<file path="src/hdl/slpg_pkg.sv">
// Shared types, codes and timing constants of the status LED pattern generator.
package slpg_pkg;

   // Field widths.
   localparam int PATTERN_W = 2;
   localparam int STRIP_W   = 10;
   localparam int PHASE_W   = 3;
   localparam int WAIT_W    = 10;
   localparam int LEVEL_W   = 6;
   localparam int COLOR_W   = 8;
   localparam int LIT_W     = 2;

   // Number of pixels used for the indicator at the start of the strip.
   localparam logic [STRIP_W-1:0] INDICATOR_PIXELS = STRIP_W'(3);
   localparam logic [STRIP_W-1:0] STRIP_RESET      = STRIP_W'(3);

   // Commanded pattern codes.
   localparam logic [PATTERN_W-1:0] PAT_NONE         = 2'd0;
   localparam logic [PATTERN_W-1:0] PAT_NO_LINK      = 2'd1;
   localparam logic [PATTERN_W-1:0] PAT_CONFIG_ERROR = 2'd2;
   localparam logic [PATTERN_W-1:0] PAT_SETUP        = 2'd3;

   // Sequencer phases inside one pattern cycle.
   localparam logic [PHASE_W-1:0] PHASE_BOUNDARY = 3'd0;
   localparam logic [PHASE_W-1:0] PHASE_FIRST    = 3'd1;
   localparam logic [PHASE_W-1:0] PHASE_SECOND   = 3'd2;
   localparam logic [PHASE_W-1:0] PHASE_PAUSE    = 3'd3;

   // Colors.
   localparam logic [COLOR_W-1:0] RED_LEVEL    = 8'd80;
   localparam logic [COLOR_W-1:0] YELLOW_GREEN = 8'd60;
   localparam logic [LEVEL_W-1:0] PULSE_TOP    = 6'd40;
   localparam logic [LEVEL_W-1:0] PULSE_STEP   = 6'd2;

   // Wait loads: a wait of N ms loads N - 1.
   localparam logic [WAIT_W-1:0] BLINK_WAIT = WAIT_W'(1000 - 1);
   localparam logic [WAIT_W-1:0] ALT_WAIT   = WAIT_W'(200 - 1);
   localparam logic [WAIT_W-1:0] STEP_WAIT  = WAIT_W'(50 - 1);
   localparam logic [WAIT_W-1:0] PAUSE_WAIT = WAIT_W'(200 - 1);
   localparam logic [WAIT_W-1:0] IDLE_WAIT  = WAIT_W'(500 - 1);

   // One input item: a millisecond tick with its command.
   typedef struct packed {
      logic [PATTERN_W-1:0] pattern;
      logic                 stop_request;
      logic                 lamp_on;
   } item_type;

   // One result item.
   typedef struct packed {
      logic                 paint;
      logic                 wipe;
      logic                 restore;
      logic [COLOR_W-1:0]   red;
      logic [COLOR_W-1:0]   green;
      logic [COLOR_W-1:0]   blue;
      logic [LIT_W-1:0]     lit_pixels;
      logic                 active;
      logic [PATTERN_W-1:0] shown_pattern;
   } result_type;

   // Sequencer state.
   typedef struct packed {
      logic                 running;
      logic [PATTERN_W-1:0] last_shown;
      logic [PATTERN_W-1:0] cycle_pattern;
      logic [PHASE_W-1:0]   phase;
      logic [WAIT_W-1:0]    wait_left;
      logic [LEVEL_W-1:0]   level;
      logic                 stopping;
   } seq_state_type;

   // Indicator pixel count capped by the strip size.
   function automatic logic [LIT_W-1:0] lit_count(input logic [STRIP_W-1:0] strip_pixels);
      logic [STRIP_W-1:0] capped;
      capped = (strip_pixels < INDICATOR_PIXELS) ? strip_pixels : INDICATOR_PIXELS;
      return capped[LIT_W-1:0];
   endfunction

endpackage

</file>
<file path="src/hdl/slpg_in_stage.sv">
// Input register of the pattern generator with its stall handshake.
module slpg_in_stage (
   input  logic                        clock,
   input  logic                        reset,
   input  logic                        req_valid,
   output logic                        req_stall,
   input  slpg_pkg::item_type          req_item,
   input  logic                        take,
   output logic                        item_valid,
   output slpg_pkg::item_type          item
);

   logic               item_valid_ff;
   slpg_pkg::item_type item_ff;
   logic               load;

   // The register takes a new item when it is empty or its item moves on.
   assign load      = !item_valid_ff || take;
   assign req_stall = !load;

   always_ff @(posedge clock) begin
      if (reset) begin
         item_valid_ff <= 1'b0;
      end else if (load) begin
         item_valid_ff <= req_valid;
      end
   end

   always_ff @(posedge clock) begin
      if (load && req_valid) begin
         item_ff <= req_item;
      end
   end

   assign item_valid = item_valid_ff;
   assign item       = item_ff;

endmodule

</file>
<file path="src/hdl/slpg_sequencer.sv">
// Pattern sequencer: state registers and the per-tick step logic.
module slpg_sequencer (
   input  logic                              clock,
   input  logic                              reset,
   input  logic                              advance,
   input  slpg_pkg::item_type                item,
   input  logic [slpg_pkg::STRIP_W-1:0]      strip_pixels,
   output slpg_pkg::result_type              result
);

   slpg_pkg::seq_state_type state_ff;
   slpg_pkg::seq_state_type state_in;
   slpg_pkg::result_type    res;
   logic [slpg_pkg::PATTERN_W-1:0] cmd;
   logic                    step;
   logic                    act;

   // A stop request reads as pattern none.
   assign cmd = item.stop_request ? slpg_pkg::PAT_NONE : item.pattern;

   always_comb begin
      state_in = state_ff;
      res      = '0;
      step     = 1'b0;
      act      = 1'b0;

      // Start from idle, or count down the current wait.
      if (!state_ff.running) begin
         if (cmd != slpg_pkg::PAT_NONE) begin
            state_in = '0;
            state_in.running = 1'b1;
            step = 1'b1;
         end
      end else begin
         if (item.stop_request) begin
            state_in.stopping = 1'b1;
         end
         if (state_ff.wait_left != '0) begin
            state_in.wait_left = state_ff.wait_left - 1'b1;
         end else begin
            step = 1'b1;
         end
      end

      // Cycle boundary: exit on stop, otherwise begin a new cycle.
      if (step) begin
         if (state_in.phase == slpg_pkg::PHASE_BOUNDARY) begin
            if (state_in.stopping) begin
               if (item.lamp_on) begin
                  res.restore = 1'b1;
               end else begin
                  res.wipe = 1'b1;
               end
               state_in.running       = 1'b0;
               state_in.stopping      = 1'b0;
               state_in.last_shown    = slpg_pkg::PAT_NONE;
               state_in.cycle_pattern = slpg_pkg::PAT_NONE;
               state_in.level         = '0;
            end else begin
               if (cmd != state_in.last_shown) begin
                  res.wipe = 1'b1;
                  state_in.last_shown = cmd;
               end
               state_in.cycle_pattern = cmd;
               state_in.level         = '0;
               state_in.phase         = slpg_pkg::PHASE_FIRST;
               act = 1'b1;
            end
         end else begin
            act = 1'b1;
         end
      end

      // Pattern action for the current phase, ending in a wait.
      if (act) begin
         unique case (state_in.cycle_pattern)
            slpg_pkg::PAT_NO_LINK: begin
               state_in.wait_left = slpg_pkg::BLINK_WAIT;
               if (state_in.phase == slpg_pkg::PHASE_FIRST) begin
                  res.paint = 1'b1;
                  res.red   = slpg_pkg::RED_LEVEL;
                  state_in.phase = slpg_pkg::PHASE_SECOND;
               end else begin
                  res.wipe = 1'b1;
                  state_in.phase = slpg_pkg::PHASE_BOUNDARY;
               end
            end
            slpg_pkg::PAT_CONFIG_ERROR: begin
               state_in.wait_left = slpg_pkg::ALT_WAIT;
               res.paint = 1'b1;
               res.red   = slpg_pkg::RED_LEVEL;
               if (state_in.phase == slpg_pkg::PHASE_FIRST) begin
                  state_in.phase = slpg_pkg::PHASE_SECOND;
               end else begin
                  res.green = slpg_pkg::YELLOW_GREEN;
                  state_in.phase = slpg_pkg::PHASE_BOUNDARY;
               end
            end
            slpg_pkg::PAT_SETUP: begin
               if (state_in.phase == slpg_pkg::PHASE_FIRST) begin
                  if (state_in.stopping) begin
                     // Ramps are cut short; only the pause remains.
                     state_in.level     = slpg_pkg::PULSE_TOP;
                     state_in.wait_left = slpg_pkg::PAUSE_WAIT;
                     state_in.phase     = slpg_pkg::PHASE_BOUNDARY;
                  end else if (state_in.level > slpg_pkg::PULSE_TOP) begin
                     // Top reached: first step of the falling ramp.
                     res.paint = 1'b1;
                     res.blue  = slpg_pkg::COLOR_W'(slpg_pkg::PULSE_TOP);
                     state_in.level     = slpg_pkg::PULSE_TOP - slpg_pkg::PULSE_STEP;
                     state_in.wait_left = slpg_pkg::STEP_WAIT;
                     state_in.phase     = slpg_pkg::PHASE_SECOND;
                  end else begin
                     res.paint = 1'b1;
                     res.blue  = slpg_pkg::COLOR_W'(state_in.level);
                     state_in.level     = state_in.level + slpg_pkg::PULSE_STEP;
                     state_in.wait_left = slpg_pkg::STEP_WAIT;
                  end
               end else if (state_in.phase == slpg_pkg::PHASE_SECOND) begin
                  if (state_in.stopping) begin
                     state_in.wait_left = slpg_pkg::PAUSE_WAIT;
                     state_in.phase     = slpg_pkg::PHASE_BOUNDARY;
                  end else begin
                     res.paint = 1'b1;
                     res.blue  = slpg_pkg::COLOR_W'(state_in.level);
                     state_in.wait_left = slpg_pkg::STEP_WAIT;
                     if (state_in.level < slpg_pkg::PULSE_STEP) begin
                        state_in.level = '0;
                        state_in.phase = slpg_pkg::PHASE_PAUSE;
                     end else begin
                        state_in.level = state_in.level - slpg_pkg::PULSE_STEP;
                     end
                  end
               end else begin
                  state_in.wait_left = slpg_pkg::PAUSE_WAIT;
                  state_in.phase     = slpg_pkg::PHASE_BOUNDARY;
               end
            end
            default: begin
               state_in.wait_left = slpg_pkg::IDLE_WAIT;
               state_in.phase     = slpg_pkg::PHASE_BOUNDARY;
            end
         endcase
      end

      // Report fields.
      res.lit_pixels    = res.paint ? slpg_pkg::lit_count(strip_pixels) : '0;
      res.active        = state_in.running;
      res.shown_pattern = cmd;
   end

   // State moves on only when the item is handed to the result register.
   always_ff @(posedge clock) begin
      if (reset) begin
         state_ff <= '0;
      end else if (advance) begin
         state_ff <= state_in;
      end
   end

   assign result = res;

endmodule

</file>
<file path="src/hdl/slpg_out_stage.sv">
// Result register of the pattern generator with its stall handshake.
module slpg_out_stage (
   input  logic                 clock,
   input  logic                 reset,
   input  logic                 item_valid,
   input  slpg_pkg::result_type result,
   output logic                 take,
   output logic                 rsp_valid,
   input  logic                 rsp_stall,
   output slpg_pkg::result_type rsp_result
);

   logic                 rsp_valid_ff;
   slpg_pkg::result_type result_ff;
   logic                 open;

   // The register is free when empty or when its item leaves this cycle.
   assign open = !rsp_valid_ff || !rsp_stall;
   assign take = item_valid && open;

   always_ff @(posedge clock) begin
      if (reset) begin
         rsp_valid_ff <= 1'b0;
      end else if (open) begin
         rsp_valid_ff <= item_valid;
      end
   end

   always_ff @(posedge clock) begin
      if (take) begin
         result_ff <= result;
      end
   end

   assign rsp_valid  = rsp_valid_ff;
   assign rsp_result = result_ff;

endmodule

</file>
<file path="src/hdl/status_led_pattern_generator_top.sv">
// Top level of the status LED pattern generator.
//
// Each req item is one millisecond tick carrying the commanded pattern, a stop
// request and the lamp power state. For every accepted item exactly one rsp
// item comes back, telling whether the indicator pixels are painted (and in
// which color), whether the strip is wiped or the normal frame restored, the
// lit pixel count, whether the sequencer runs and the reported pattern.
// The csr channel writes the strip size; it is always ready and is meant to
// be written while no item is in flight.
// An item passes an input register and a result register: it is accepted into
// the input register, then moves into the result register, where rsp_valid
// shows it; one item is taken every cycle while rsp_stall is low. The sequencer
// step between the registers is a wait counter and a short pattern decode.
// Synchronous reset empties both registers, stops the sequencer and sets the
// strip size to three. When rsp_stall is high the result holds; an empty
// input register still takes one more item, then req_stall rises until the
// result is taken.
module status_led_pattern_generator_top (
   input  logic                                clock,
   input  logic                                reset,
   input  logic                                req_valid,
   output logic                                req_stall,
   input  logic [slpg_pkg::PATTERN_W-1:0]      req_pattern,
   input  logic                                req_stop_request,
   input  logic                                req_lamp_on,
   output logic                                rsp_valid,
   input  logic                                rsp_stall,
   output logic                                rsp_paint,
   output logic                                rsp_wipe,
   output logic                                rsp_restore,
   output logic [slpg_pkg::COLOR_W-1:0]        rsp_red,
   output logic [slpg_pkg::COLOR_W-1:0]        rsp_green,
   output logic [slpg_pkg::COLOR_W-1:0]        rsp_blue,
   output logic [slpg_pkg::LIT_W-1:0]          rsp_lit_pixels,
   output logic                                rsp_active,
   output logic [slpg_pkg::PATTERN_W-1:0]      rsp_shown_pattern,
   input  logic                                csr_valid,
   output logic                                csr_ready,
   input  logic [slpg_pkg::STRIP_W-1:0]        csr_strip_pixels
);

   slpg_pkg::item_type   req_item;
   slpg_pkg::item_type   item;
   slpg_pkg::result_type result;
   slpg_pkg::result_type rsp_result;
   logic                 item_valid;
   logic                 take;
   logic [slpg_pkg::STRIP_W-1:0] strip_pixels_ff;

   // Strip size register.
   assign csr_ready = 1'b1;

   always_ff @(posedge clock) begin
      if (reset) begin
         strip_pixels_ff <= slpg_pkg::STRIP_RESET;
      end else if (csr_valid && csr_ready) begin
         strip_pixels_ff <= csr_strip_pixels;
      end
   end

   assign req_item.pattern      = req_pattern;
   assign req_item.stop_request = req_stop_request;
   assign req_item.lamp_on      = req_lamp_on;

   slpg_in_stage u_in_stage (
      .clock      (clock),
      .reset      (reset),
      .req_valid  (req_valid),
      .req_stall  (req_stall),
      .req_item   (req_item),
      .take       (take),
      .item_valid (item_valid),
      .item       (item)
   );

   slpg_sequencer u_sequencer (
      .clock        (clock),
      .reset        (reset),
      .advance      (take),
      .item         (item),
      .strip_pixels (strip_pixels_ff),
      .result       (result)
   );

   slpg_out_stage u_out_stage (
      .clock      (clock),
      .reset      (reset),
      .item_valid (item_valid),
      .result     (result),
      .take       (take),
      .rsp_valid  (rsp_valid),
      .rsp_stall  (rsp_stall),
      .rsp_result (rsp_result)
   );

   assign rsp_paint         = rsp_result.paint;
   assign rsp_wipe          = rsp_result.wipe;
   assign rsp_restore       = rsp_result.restore;
   assign rsp_red           = rsp_result.red;
   assign rsp_green         = rsp_result.green;
   assign rsp_blue          = rsp_result.blue;
   assign rsp_lit_pixels    = rsp_result.lit_pixels;
   assign rsp_active        = rsp_result.active;
   assign rsp_shown_pattern = rsp_result.shown_pattern;

endmodule

</file>
<file path="config.mk">
export PLATFORM = sky130hd
export DESIGN_NAME = status_led_pattern_generator_top
export DESIGN_NICKNAME = d
export VERILOG_FILES = /design/src/hdl/slpg_pkg.sv /design/src/hdl/slpg_in_stage.sv /design/src/hdl/slpg_sequencer.sv /design/src/hdl/slpg_out_stage.sv /design/src/hdl/status_led_pattern_generator_top.sv
export SDC_FILE = /design/constraint.sdc
export NUM_CORES = 1
export LEC_CHECK = 0
export ABC_CLOCK_PERIOD_IN_PS = 4100
export BUFFER_PORTS_ARGS = -buffer_cell sky130_fd_sc_hd__buf_4
export CAP_MARGIN = 0
export CORE_ASPECT_RATIO = 1.5
export CORE_UTILIZATION = 53
export CTS_CLUSTER_SIZE = 16
export DETAILED_ROUTE_END_ITERATION = 8
export PLACE_DENSITY_LB_ADDON = 0.2
export SYNTH_ARGS = -nofsm -noshare
export SYNTH_HDL_FRONTEND = slang
export SYNTH_HIERARCHICAL = 1
export SYNTH_SLANG_ARGS = --single-unit
</file>
<file path="constraint.sdc">
create_clock -name clock -period 4.1 [get_ports clock]
set_input_delay 0.615 -clock clock [delete_from_list [all_inputs] [get_ports clock]]
set_output_delay 0.615 -clock clock [all_outputs]
set_load 0.02 [all_outputs]
</file>
; Yosys cells after proc, flatten, opt, wreduce, memory -nomap -nowiden
; Index checks and enable logic that the tools add are counted.
[classes]
mux = 60
n_reduce_logical = 16
n_addsub = 3
eq_ne = 7
n_lt_le_gt_ge = 3
[op_table]
columns = cell, n
row1 = $mux W19, 3
row2 = $mux W6, 9
row3 = $mux W8, 6
row4 = $pmux W13 S3, 1
row5 = $mux W13, 2
row6 = $mux W25, 1
row7 = $mux W7, 3
row8 = $mux W1, 20
row9 = $mux W10, 2
row10 = $pmux W8 S2, 1
row11 = $mux W2, 7
row12 = $lt A10 B2 Y1 const B, 1
row13 = $reduce_bool A10 Y1, 1
row14 = $sub A10 B1 Y10 const B, 1
row15 = $mux W3, 3
row16 = $add A6 B2 Y6 const B, 1
row17 = $gt A6 B6 Y1 const B, 1
row18 = $lt A6 B2 Y1 const B, 1
row19 = $reduce_and A3 Y1, 2
row20 = $sub A6 B2 Y6 const B, 1
row21 = $eq A2 B2 Y1 const B, 2
row22 = $logic_not A1 Y1, 4
row23 = $mux W4, 1
row24 = $reduce_and A2 Y1, 2
row25 = 11 further kinds, 13
[totals]
inputBits = 19
register_bits = 73
out_inout_bits = 35

; Logic depth before layout (Yosys ltp)
[depth]
ltp_word = 15
mapped_depth = 15
mapped_depth_nobuf = 14

; Hierarchy
; The synthesis kept the hierarchy.
[modules_own_cells]
columns = module, instances, area_each_um2, cells_per_inst, seq_area_each_um2
row1 = slpg_sequencer, 1, 2344.7, 317, 500.5
row2 = slpg_out_stage, 1, 997.2, 36, 980.9
row3 = status_led_pattern_generator_top, 1, 370.4, 34, 200.2
row4 = slpg_in_stage, 1, 170.2, 8, 140.1

; Worst setup path before layout
; Ideal clock, no wire load.
[synth_path]
path_kind = input port to flip-flop
start = input rsp_stall
end = register u_sequencer/state_ff[17] (netlist bit)
t_arrival_ns = 3.940
n_path_buf = 0
t_required_ns = 4.008
setup_slack_ns = 0.068
stages = 4
cell_sequence = a21boi_1 clkinv_1 or3_1 o32ai_1
[synth_between]
elab_chain_cells = 3
[synth_rtl]
columns = element, line
row1 = "start, declared", status_led_pattern_generator_top.sv:27  ; input logic rsp_stall,
row2 = $logic_not A1 Y1, slpg_out_stage.sv:18  ; assign open = !rsp_valid_ff || !rsp_stall;
row3 = $logic_or A1 B1 Y1, slpg_out_stage.sv:18
row4 = $logic_and A1 B1 Y1, slpg_out_stage.sv:19  ; assign take = item_valid && open;
row5 = "end signal, assigned", slpg_sequencer.sv:157  ; state_ff <= state_in;
row6 = "end, declared", slpg_sequencer.sv:11  ; slpg_pkg::seq_state_type state_ff;
; No other way between the ends.
; A chain may end at the register's enable or synchronous reset.

==> flow_summary.toml <==
[outcome]
outcome = "complete, no violations"

[critical_path]
cp-end-kind = "register"
cp.required_ns = 4.28
crit_path_max_fanout = 6
worstSetupStartpointType = "register"
path_cells = "inv_1 > ha_1 > or3b_1 > nor4_2 > nor2_1 > nor2_1 > a21oi_1 > inv_1 > ha_1 > inv_1 > a21oi_1 > and2_1 > nand2_1 > a211oi_1"
critPathKind = "reg2reg"
critPathBufInv = 3
critPathArrivalTime_ns = 3.61
reg2regPathDepth = 14
cp_top_family = "simple AND/OR/NAND/NOR gates"
max_stage_delay_ns = 0.45
crit_top_cell = "inv_1"
slowest_stage = "or3b_1"
worst-path-stages = 14

[global_routing]
first_global_vias = 3086
grt_max_degree = 46
grt_pass1_wl_um = 14600
grt_util_all_layers = 0.252
antenna_found_initial = 0
gr-total-overflow = 0

[logic_synthesis]
synth_common_cells = "nor2_1 (38), dfxtp_1 (37), edfxtp_1 (36), nand2_1 (30), o21ai_0 (22)"
ys_types = 73
synth_top_family_by_area = "compound AO/OA/AOI/OAI gates"
async_flop_share = 0
synth_adder_area_share = 0.0258
yosysTopAreaCell = "edfxtp_1"
ys_ff_latch = 73
seq_area_frac_synth = 0.469
synth_xor_area_frac = 0.0113
synth_compound_area_frac = 0.214
synth.top_cell.area_share = 0.278
yosysWarnings = 6
synth_area_sq_um = 3880
syn_inst = 395
ys.flop_type = "dfxtp_1"
synth-simple-area-share = 0.179
synth_edf_count = 36
synth_mux_area_frac = 0.0309
synthTopCellsByArea = "edfxtp_1 (28%), dfxtp_1 (19%), nor2_1 (3.7%)"
avgSynthCellArea_sq_um = 9.83
synth.most_common_cell = "nor2_1"

[sta]
rsz0062_at_grt = "no"
max_slew_margin = 0.372
clock_skew_ns = 0.0140
post-route-min-period_ns = 3.43
setup_viol = 0
finalCritPeriodShare = 0.837
worst_slew_pin_slew_ns = 0.934
hold_ws_ns = 0.437
final-hold-violation-count = 0
setup_tns_ns = 0
slew_viol_final = 0
fmax_ghz = 0.291

[floorplan]
die-area_sq_um = 7680
start_util = 0.555
io_pins = 54
core_sq_um = 6990
dieWidth_um = 71.9
die_y_um = 107
row_count = 37

[place]
dp_hpwl_um = 6620
portBuffers = 52
post_dp_cell_area_sq_um = 4300
dp_cells = 529
gp_congestion = 0.953

[power]
p_per_area_nw_per_um2 = 379
switching_share = 0.292
p_leak_nw = 1.76
p_total_mw = 1.71
clock_power_share = 0.334
combPwrFrac = 0.180
irDropWorstVdd_uv = 309
seqPwrFrac = 0.486
p_sw_mw = 0.498
p_int_mw = 1.21

[routing]
drtPass1Iterations = 5
dr_total_vias = 3226
drt_wl_total_um = 9120
via_per_inst = 5.92
drt-initial-drc-count = 190
final_antenna_net_count = 0
routedWlPerCell_um = 16.7
drc = 0

[clock_network]
cts_setup_buffers = 0
clk_pin_slew_ns = 0.09
cts_tree = "yes"
postCtsHoldBufs = 0
clk_path_buf_depth = 2
cts.htree.levels = 3
numCtsBuffers = 9
cts_resized = 0
cts.sinks = 73
insertion_delay_ns = 0.35
cts-root-buf = "clkbuf_8"

[min_path]
worstHoldPathType = "in2reg"
min_path_cells = 1

[final_layout]
postLayoutCellArea_sq_um = 4500
drive_gt1_frac = 0.217
syn_to_final_growth_pct = 15.9
final_cells = 545
fin_nets = 470
n_antenna_cell = 0

[run]
drv_cap = 0
[metrics by stage]
stage                util  setup slack [ns]
global placement    0.615             0.834
global route        0.644             0.404
CTS                 0.644             0.691
floorplan               -            0.0682
detailed placement  0.615             0.723
finish              0.644             0.669
[per-layer routing]
| layer | vias up | global-route usage | part of all wire |
|---|---|---|---|
| met5 | - | 0 | 0 |
| met4 | 0 | 0.178 | 0.050 |
| met3 | 36 | 0.0461 | 0.043 |
| met2 | 127 | 0.431 | 0.52 |
| met1 | 1531 | 0.276 | 0.39 |
| li1 | 1532 | - | - |
[layout make-up]
| class | count | area [sq um] |
|---|---|---|
| Inverter | 16 | 60.1 |
| Clock inverter | 7 | 78.8 |
| Fill cell | 590 | 2490 |
| Sequential cell | 73 | 1820 |
| Clock buffer | 9 | 124 |
| Timing Repair Buffer | 59 | 443 |
| Tap cell | 97 | 121 |
| Multi-Input combinational cell | 284 | 1850 |
[power groups by stage]
| stage | Combinational, mW | Clock [mW] | Sequential [mW] |
|---|---|---|---|
| global placement | 0.301 | 0 | 0.845 |
| floorplan | 0.191 | 0 | 0.866 |
| global route | 0.332 | 0.617 | 0.834 |
| CTS | 0.304 | 0.583 | 0.829 |
| finish | 0.306 | 0.571 | 0.829 |
| detailed placement | 0.303 | 0 | 0.846 |
[final timing paths]
| check | startpoint | end | slack, ns |
|---|---|---|---|
| hold reg to reg | u_sequencer/state_ff[1] | u_sequencer/state_ff[1] | 0.49 |
| setup reg to reg | u_sequencer/state_ff[7] | u_out_stage/rsp_result[9] | 0.67 |
| setup / recovery | u_sequencer/state_ff[7] | u_out_stage/rsp_result[9] | 0.67 |
| hold / removal | req_stop_request | u_in_stage/item[1] | 0.44 |
[worst register-to-register path, cell delays in order, from the launching register on]
cell and delay, ns:
dfxtp_1 0.33, inv_1 0.10, ha_1 0.20, or3b_1 0.45
nor4_2 0.44, nor2_1 0.12, nor2_1 0.12, a21oi_1 0.09
inv_1 0.13, ha_1 0.20, inv_1 0.10, a21oi_1 0.37
and2_1 0.29, nand2_1 0.09, a211oi_1 0.21
[cell usage in the layout, fill, tap and decap left out, types with 3 or more instances in the layout]
cell type	instances
a211oi_1	4
o21ai_1	3
o211a_1	3
and3_1	5
nor2_1	38
clkinv_4	3
inv_1	15
nor3_2	3
nor4_1	4
or3_1	5
clkbuf_8	9
a21oi_1	21
o31ai_1	4
nand2_1	30
a32oi_1	3
nand3_1	13
xnor2_1	5
a21o_1	4
a31oi_1	9
edfxtp_1	36
nor2b_1	7
ha_1	8
and2_1	3
dfxtp_1	37
conb_1	13
nor3_1	5
a311oi_1	5
a221oi_1	3
mux2i_1	12
buf_4	59
o21ai_0	22
nand4_1	3
o211ai_1	3
[cells by family (layout without fill, tap and decap cells)]
| kind of cell | after synthesis | in the layout |
|---|---|---|
| muxes | 12 | 12 |
| xor gates and xnor gates | 5 | 5 |
| buffers and inverters | 49 | 91 |
| other | 2 | 13 |
| AOI/OAI and AO/OA | 114 | 114 |
| and+or+nand+nor | 132 | 132 |
| adders and majority gates | 8 | 8 |
| DFF | 73 | 73 |
[sequential cells by signal (all words and copies together), names as in the netlist]
name	count
strip_pixels_ff	10
u_in_stage/item	4
u_in_stage/item_valid	1
u_out_stage/rsp_result	32
u_out_stage/rsp_valid	1
u_sequencer/state_ff	25
Note: power is estimated with default switching activity, not from simulation.
